==> config.mk <==
export PLATFORM = sky130hd
export DESIGN_NAME = base64_stream_encoder_flat
export DESIGN_NICKNAME = d
export VERILOG_FILES = /design/src/rtl/b64e_pkg.sv /design/src/rtl/b64e_if.sv /design/src/rtl/b64e_front.sv /design/src/rtl/b64e_fifo.sv /design/src/rtl/b64e_back.sv /design/src/rtl/base64_stream_encoder.sv /design/src/flat_wrapper.sv
export SDC_FILE = /design/constraint.sdc
export NUM_CORES = 1
export LEC_CHECK = 0
export BUFFER_PORTS_ARGS = -buffer_cell sky130_fd_sc_hd__buf_2
export CAP_MARGIN = 20
export CORE_MARGIN = 2
export CORE_UTILIZATION = 30
export DETAILED_ROUTE_END_ITERATION = 10
export GPL_TIMING_DRIVEN = 0
export PLACE_DENSITY = 0.52
export SYNTH_ARGS = -nofsm -noshare
export SYNTH_HDL_FRONTEND = slang
export SYNTH_SLANG_ARGS = --single-unit
==> constraint.sdc <==
create_clock -name i_clk -period 3.67 [get_ports i_clk]
set_input_delay 0.367 -clock i_clk [delete_from_list [all_inputs] [get_ports i_clk]]
set_output_delay 0.367 -clock i_clk [all_outputs]
set_load 0.02 [all_outputs]
==> src/rtl/b64e_pkg.sv <==
package b64e_pkg;

    localparam int QDepth = 2;
    localparam int QPtrW  = (QDepth > 1) ? $clog2(QDepth) : 1;
    localparam int QCntW  = $clog2(QDepth + 1);

    localparam logic [6:0] PadChar = 7'h3D;

    typedef enum logic [1:0] {
        PH_FIRST  = 2'd0,
        PH_SECOND = 2'd1,
        PH_THIRD  = 2'd2
    } t_phase;

    // one character slot: a 6-bit symbol value or a pad
    typedef struct packed {
        logic       pad;
        logic [5:0] val;
    } t_sym;

    // characters caused by one input byte
    typedef struct packed {
        logic [1:0]      cnt_m1;
        logic            last;
        t_sym [3:0]      syms;
    } t_job;

    typedef struct packed {
        logic push;
        t_job job;
    } t_q_wr;

    typedef struct packed {
        logic full;
        logic empty;
    } t_q_stat;

    function automatic logic [6:0] sym_char(input logic [5:0] v);
        logic [6:0] c;
        if (v < 6'd26) begin
            c = 7'h41 + {1'b0, v};
        end else if (v < 6'd52) begin
            c = 7'h61 + {1'b0, v} - 7'd26;
        end else if (v < 6'd62) begin
            c = 7'h30 + {1'b0, v} - 7'd52;
        end else if (v == 6'd62) begin
            c = 7'h2B;
        end else begin
            c = 7'h2F;
        end
        return c;
    endfunction

endpackage

==> src/rtl/b64e_if.sv <==
interface b64e_in_if;
    logic       valid;
    logic       ready;
    logic [7:0] data_byte;
    logic       last_byte;

    modport source (output valid, output data_byte, output last_byte, input ready);
    modport sink   (input valid, input data_byte, input last_byte, output ready);
endinterface

interface b64e_out_if;
    logic       valid;
    logic       ready;
    logic [6:0] out_char;
    logic       last_char;

    modport source (output valid, output out_char, output last_char, input ready);
    modport sink   (input valid, input out_char, input last_char, output ready);
endinterface

==> src/rtl/b64e_front.sv <==
module b64e_front (
    input  logic                 i_clk,
    input  logic                 i_rst_n,
    b64e_in_if.sink              i_in,
    input  b64e_pkg::t_q_stat    i_q_stat,
    output b64e_pkg::t_q_wr      o_q_wr
);

    b64e_pkg::t_phase r_phase, n_phase;
    logic [3:0]       r_carry, n_carry;
    logic             acc;
    b64e_pkg::t_job   job;
    logic [7:0]       b;

    assign i_in.ready = !i_q_stat.full;
    assign acc        = i_in.valid && i_in.ready;
    assign b          = i_in.data_byte;

    always_comb begin
        job      = '0;
        n_phase  = r_phase;
        n_carry  = r_carry;
        job.last = i_in.last_byte;
        unique case (r_phase)
            b64e_pkg::PH_SECOND: begin
                job.syms[0].val = {r_carry[1:0], b[7:4]};
                if (i_in.last_byte) begin
                    job.syms[1].val = {b[3:0], 2'b00};
                    job.syms[2].pad = 1'b1;
                    job.cnt_m1      = 2'd2;
                    n_phase         = b64e_pkg::PH_FIRST;
                    n_carry         = '0;
                end else begin
                    job.cnt_m1 = 2'd0;
                    n_phase    = b64e_pkg::PH_THIRD;
                    n_carry    = b[3:0];
                end
            end
            b64e_pkg::PH_THIRD: begin
                job.syms[0].val = {r_carry, b[7:6]};
                job.syms[1].val = b[5:0];
                job.cnt_m1      = 2'd1;
                n_phase         = b64e_pkg::PH_FIRST;
                n_carry         = '0;
            end
            default: begin
                job.syms[0].val = b[7:2];
                if (i_in.last_byte) begin
                    job.syms[1].val = {b[1:0], 4'b0000};
                    job.syms[2].pad = 1'b1;
                    job.syms[3].pad = 1'b1;
                    job.cnt_m1      = 2'd3;
                    n_phase         = b64e_pkg::PH_FIRST;
                    n_carry         = '0;
                end else begin
                    job.cnt_m1 = 2'd0;
                    n_phase    = b64e_pkg::PH_SECOND;
                    n_carry    = {2'b00, b[1:0]};
                end
            end
        endcase
    end

    assign o_q_wr.push = acc;
    assign o_q_wr.job  = job;

    always_ff @(posedge i_clk) begin
        if (!i_rst_n) begin
            r_phase <= b64e_pkg::PH_FIRST;
            r_carry <= '0;
        end else if (acc) begin
            r_phase <= n_phase;
            r_carry <= n_carry;
        end
    end

endmodule

==> src/rtl/b64e_fifo.sv <==
module b64e_fifo (
    input  logic               i_clk,
    input  logic               i_rst_n,
    input  b64e_pkg::t_q_wr    i_wr,
    input  logic               i_pop,
    output b64e_pkg::t_job     o_head,
    output b64e_pkg::t_q_stat  o_stat
);

    localparam logic [b64e_pkg::QPtrW-1:0] PtrLast = b64e_pkg::QPtrW'(b64e_pkg::QDepth - 1);

    b64e_pkg::t_job                r_mem [b64e_pkg::QDepth];
    logic [b64e_pkg::QPtrW-1:0]    r_wptr, r_rptr;
    logic [b64e_pkg::QCntW-1:0]    r_cnt;
    logic                          do_push, do_pop;

    assign o_stat.full  = (r_cnt == b64e_pkg::QCntW'(b64e_pkg::QDepth));
    assign o_stat.empty = (r_cnt == '0);
    assign do_push      = i_wr.push && !o_stat.full;
    assign do_pop       = i_pop && !o_stat.empty;
    assign o_head       = r_mem[r_rptr];

    always_ff @(posedge i_clk) begin
        if (do_push) begin
            r_mem[r_wptr] <= i_wr.job;
        end
    end

    always_ff @(posedge i_clk) begin
        if (!i_rst_n) begin
            r_wptr <= '0;
            r_rptr <= '0;
            r_cnt  <= '0;
        end else begin
            if (do_push) begin
                r_wptr <= (r_wptr == PtrLast) ? '0 : r_wptr + 1'b1;
            end
            if (do_pop) begin
                r_rptr <= (r_rptr == PtrLast) ? '0 : r_rptr + 1'b1;
            end
            if (do_push && !do_pop) begin
                r_cnt <= r_cnt + 1'b1;
            end else if (do_pop && !do_push) begin
                r_cnt <= r_cnt - 1'b1;
            end
        end
    end

endmodule

==> src/rtl/b64e_back.sv <==
module b64e_back (
    input  logic               i_clk,
    input  logic               i_rst_n,
    input  b64e_pkg::t_job     i_head,
    input  b64e_pkg::t_q_stat  i_q_stat,
    output logic               o_pop,
    b64e_out_if.source         o_out
);

    logic [1:0]    r_idx;
    logic          r_valid, n_valid;
    logic [6:0]    r_char, n_char;
    logic          r_last, n_last;
    logic          load, fin;
    b64e_pkg::t_sym cur;

    assign cur  = i_head.syms[r_idx];
    assign fin  = (r_idx == i_head.cnt_m1);
    assign load = !i_q_stat.empty && (!r_valid || o_out.ready);
    assign o_pop = load && fin;

    always_comb begin
        n_char  = cur.pad ? b64e_pkg::PadChar : b64e_pkg::sym_char(cur.val);
        n_last  = i_head.last && fin;
        n_valid = load ? 1'b1 : (o_out.ready ? 1'b0 : r_valid);
    end

    always_ff @(posedge i_clk) begin
        if (!i_rst_n) begin
            r_valid <= 1'b0;
            r_idx   <= '0;
        end else begin
            r_valid <= n_valid;
            if (load) begin
                r_idx <= fin ? 2'd0 : r_idx + 2'd1;
            end
        end
    end

    always_ff @(posedge i_clk) begin
        if (load) begin
            r_char <= n_char;
            r_last <= n_last;
        end
    end

    assign o_out.valid     = r_valid;
    assign o_out.out_char  = r_char;
    assign o_out.last_char = r_last;

endmodule

==> src/rtl/base64_stream_encoder.sv <==
// Base64 stream encoder (standard alphabet, '=' padding). Send raw bytes one
// request at a time, with last_byte high on the final byte of each message;
// every message must hold at least one byte. Characters come out one request
// per cycle while the receiver is ready; last_char marks the final character
// of each encoded message (after any padding). A byte is taken whenever the
// two-entry job queue has room; the output side moves one character per
// cycle while the receiver is ready, so the sustained rate is set by the
// output register: three bytes make four characters, and a final byte of a
// group of one or two makes four or three characters. The first character
// of a byte is registered in the job queue and then in the output register.
// Output stalls only back up the queue; the input keeps flowing until it fills.
module base64_stream_encoder (
    input  logic          i_clk,
    input  logic          i_rst_n,
    b64e_in_if.sink       i_in,
    b64e_out_if.source    o_out
);

    b64e_pkg::t_q_wr    q_wr;
    b64e_pkg::t_q_stat  q_stat;
    b64e_pkg::t_job     q_head;
    logic               q_pop;

    // Classify each byte by group position and build its character job.
    b64e_front u_front (
        .i_clk    (i_clk),
        .i_rst_n  (i_rst_n),
        .i_in     (i_in),
        .i_q_stat (q_stat),
        .o_q_wr   (q_wr)
    );

    // Decouple byte intake from character output.
    b64e_fifo u_fifo (
        .i_clk   (i_clk),
        .i_rst_n (i_rst_n),
        .i_wr    (q_wr),
        .i_pop   (q_pop),
        .o_head  (q_head),
        .o_stat  (q_stat)
    );

    // Walk each job into the output register, one character per cycle while the output is ready.
    b64e_back u_back (
        .i_clk    (i_clk),
        .i_rst_n  (i_rst_n),
        .i_head   (q_head),
        .i_q_stat (q_stat),
        .o_pop    (q_pop),
        .o_out    (o_out)
    );

`ifndef SYNTH
    // Never write a job into a full queue.
    a_no_overflow: assert property (@(posedge i_clk) disable iff (!i_rst_n)
        !(q_wr.push && q_stat.full))
        else $error("job written into full queue");

    // An accepted byte leaves a job waiting in the next cycle.
    a_job_queued: assert property (@(posedge i_clk) disable iff (!i_rst_n)
        (i_in.valid && i_in.ready) |=> !q_stat.empty)
        else $error("accepted byte left no job");

    // Never pop an empty queue.
    a_no_underflow: assert property (@(posedge i_clk) disable iff (!i_rst_n)
        !(q_pop && q_stat.empty))
        else $error("pop from empty queue");
`endif

endmodule
==> src/flat_wrapper.sv <==
// flat-port wrapper written by rule: the top's interface ports become plain ports
module base64_stream_encoder_flat 
  (i_clk, i_rst_n, i_in_valid, i_in_data_byte, i_in_last_byte, i_in_ready, o_out_valid, o_out_out_char, o_out_last_char, o_out_ready);
  b64e_in_if i_in_i ();
  b64e_out_if o_out_i ();
  input  logic i_clk;
  input  logic i_rst_n;
  input wire logic [$bits(i_in_i.valid)-1:0] i_in_valid;
  input wire logic [$bits(i_in_i.data_byte)-1:0] i_in_data_byte;
  input wire logic [$bits(i_in_i.last_byte)-1:0] i_in_last_byte;
  output wire logic [$bits(i_in_i.ready)-1:0] i_in_ready;
  output wire logic [$bits(o_out_i.valid)-1:0] o_out_valid;
  output wire logic [$bits(o_out_i.out_char)-1:0] o_out_out_char;
  output wire logic [$bits(o_out_i.last_char)-1:0] o_out_last_char;
  input wire logic [$bits(o_out_i.ready)-1:0] o_out_ready;
  assign i_in_i.valid = i_in_valid;
  assign i_in_i.data_byte = i_in_data_byte;
  assign i_in_i.last_byte = i_in_last_byte;
  assign i_in_ready = i_in_i.ready;
  assign o_out_valid = o_out_i.valid;
  assign o_out_out_char = o_out_i.out_char;
  assign o_out_last_char = o_out_i.last_char;
  assign o_out_i.ready = o_out_ready;
  base64_stream_encoder u_core (.i_clk(i_clk), .i_rst_n(i_rst_n), .i_in(i_in_i), .o_out(o_out_i));
endmodule
==> out/results.ini <==
[status]
status=complete, no violations

[pwr]
p_sw_frac=0.360
p_comb_frac=0.443
power_density_nw_per_um2=744
leakagePower_uw=0.00113
max-vdd-ir-drop_v=0.000186
p_sw_uw=850
clockPowerShare=0.172
power_frac_seq=0.385
p_int_uw=1510

[worst_setup_path]
reg2reg_depth=9
critPathKind=reg -> reg
crit_fanout=10
crit_path_start_kind=register
r2r-end=u_core.u_back.o_out.out_char[2]
end_kind=register
required_ns=3.73
r2r_slack_ns=0.97
crit_arrival_ns=2.76

[placement]
gp_congestion=0.852
place_inst=361
io_buffers=22
hpwl_mm=3.89
dpl_cell_area_um2=3060

[routing]
first_pass_iters=4
wire_per_inst_um=14.5
remaining_drc_errors=0
avgViaCountPerCell=4.92
vias=1815
ant_nets=0
drt-total-wl_mm=5.33
drt-initial-drc-count=66

[floorplan]
core-area_um2=9110
pin_count=23
start_util=0.306
die_y_um=100
die_area_um2=10100
die_x_um=100
rows=35

[worst_hold_path]
min_to=u_core.u_fifo.r_mem[1][14]
hold_start=i_in_last_byte
worst_hold_path_type=in -> reg
worstHoldPathCells=1

[global_routing]
grt_pass1_wl_mm=8.87
grt_antenna_before_repair=0
grt_busiest_layer=met2
grt_max_degree=18
grtUsageTotal=0.114
grt_pass1_vias=1807
met1_usage=0.149
grt-ovfl-total=0
met2_usage=0.189
grt.met3_usage=0.0299

[cells_and_area]
finalInstanceArea_um2=3170
antenna_cells=0
drive_gt1_frac=0.182
utilization=0.348
area_delta_synth_final_pct=13.6
finalNetCount=278
final_cell_count_no_fill=369

[clock_network]
cts-buffers-inserted=5
clk_pin_slew_ns=0.10
numClockSinks=56
ctsResizeCount=0
holdBufCountCts=0
clk_path_buf_depth=2
post-cts-setup-buffers=0
insertion_delay_ns=0.30
cts_root_buf=clkbuf_8
h-tree-depth=2
tritoncts=built

[synthesis]
synth-edff-count=42
synth_nets=248
synthArstFlopShare=0
ys_seq_elements=56
syn_avg_cell_area_um2=12.3
syn_inst=227
ys.flop_type=edfxtp_1
ys_warn_count=0
synth.cell_area_um2=2790
ys_seq_area_frac=0.553
ys_types=48

[timing]
whs_ns=0.269
hold_viol=0
slew_viol_final=0
clock.fmax_mhz=370
finalSetupTns_ns=0
setup_viol=0
period_needed_ns=2.70
slew_headroom=0.401
fin_crit_sh=0.737
rsz0062_at_grt=no
fin_skew_ns=0.00620
worstMarginPinSlew_ns=0.895

[job]
max_cap_violations=0

==> power by group through the flow <==
stage                     Combinational (µW)  Sequential [µW]  Clock [µW]
after floorplan                          751              981           0
after global placement                  1030              923           0
after detailed placement                1050              926           0
after CTS                               1050              911         418
after global routing                    1180              921         445
final                                   1050              908         406
==> synthesized netlist by cell type, drive strengths merged, types with 7 or more instances <==
cell type | count | share of area
nor2b | 12 | 0.027
a22oi | 11 | 0.030
inv | 12 | 0.016
mux4 | 7 | 0.062
and2 | 10 | 0.023
ha | 8 | 0.036
a21oi | 7 | 0.017
nand2 | 17 | 0.023
edfxtp | 42 | 0.45
clkbuf | 8 | 0.012
nor2 | 12 | 0.016
o21ai | 9 | 0.016
dfxtp | 14 | 0.10
==> cell usage in the layout, fill, tap and decap left out, types with 4 or more instances in the layout <==
cell      instances
edfxtp_1         42
buf_2            23
nand2_1          17
dfxtp_1          14
inv_1            12
nor2b_1          12
a22oi_1          11
nor2_1           10
and2_1            9
clkbuf_1          8
o21ai_0           8
ha_1              8
a21oi_1           6
xnor2_1           5
clkbuf_8          5
a22o_1            4
mux4_1            4
mux2i_1           4
==> metal layers <==
| layer | vias up | wire, µm |
|---|---|---|
| li1 | 910 | - |
| met1 | 866 | 2610 |
| met2 | 33 | 2530 |
| met3 | 6 | 163 |
| met4 | 0 | 39 |
| met5 | - | 0 |
==> cells by family (layout without fill, tap and decap cells) <==
kind of cell | count (synthesis) | after routing | synth area share
fa+ha+maj | 8 | 8 | 0.0359
flops | 56 | 56 | 0.553
xor+xnor | 7 | 7 | 0.0220
mux | 11 | 11 | 0.0763
simple gates | 72 | 72 | 0.139
compound gates | 50 | 50 | 0.136
buf+inv | 23 | 54 | 0.0381
==> worst max-delay path by stage <==
stage / slack [ns] / start / endpoint
after floorplan: 1.26 / register / u_core.u_back.o_out.out_char[2]
after global placement: 1.01 / register / u_core.u_back.o_out.out_char[2]
after detailed placement: 0.99 / register / u_core.u_back.o_out.out_char[2]
after CTS: 0.98 / register / u_core.u_back.o_out.out_char[2]
after global routing: 0.77 / register / u_core.u_back.o_out.out_char[2]
final: 0.97 / register / u_core.u_back.o_out.out_char[2]
==> through the flow <==
step	total power (µW)	setup slack (ns)
after floorplan	1730	1.26
after global placement	1960	1.01
after detailed placement	1980	0.986
after CTS	2380	0.983
after global routing	2550	0.771
final	2360	0.967
==> critical path, cell delays in order (launching register included) <==
cell and delay, ns:
dfxtp_1 0.34, buf_6 0.17, mux4_1 0.64, nand2_1 0.20, inv_1 0.09, ha_1 0.26, a21oi_4 0.19, a2bb2oi_4 0.25
nor3b_1 0.24, nor4_1 0.07
==> area by class of cell <==
cell class	instances	area (µm²)
timing repair buffer	23	125
clock inverter	2	38.8
clock buffer	6	72.6
buffer	11	61.3
inverter	12	45.0
tap	111	139
sequential	56	1540
multi-input combinational	148	1150
fill	916	5940
==> state kept, by name (all words and copies together), names as in the netlist, named ones only <==
name                           cells
u_core.u_back.o_out.out_char       7
u_core.u_fifo.r_rptr               1
u_core.u_back.o_out.last_char      1
u_core.u_front.r_phase             2
u_core.u_back.o_out.valid          1
u_core.u_fifo.r_mem               34
u_core.u_fifo.r_wptr               1
u_core.u_back.r_idx                2
u_core.u_front.r_carry             4
u_core.u_fifo.r_cnt                2
(Power assumes the default switching activity.)
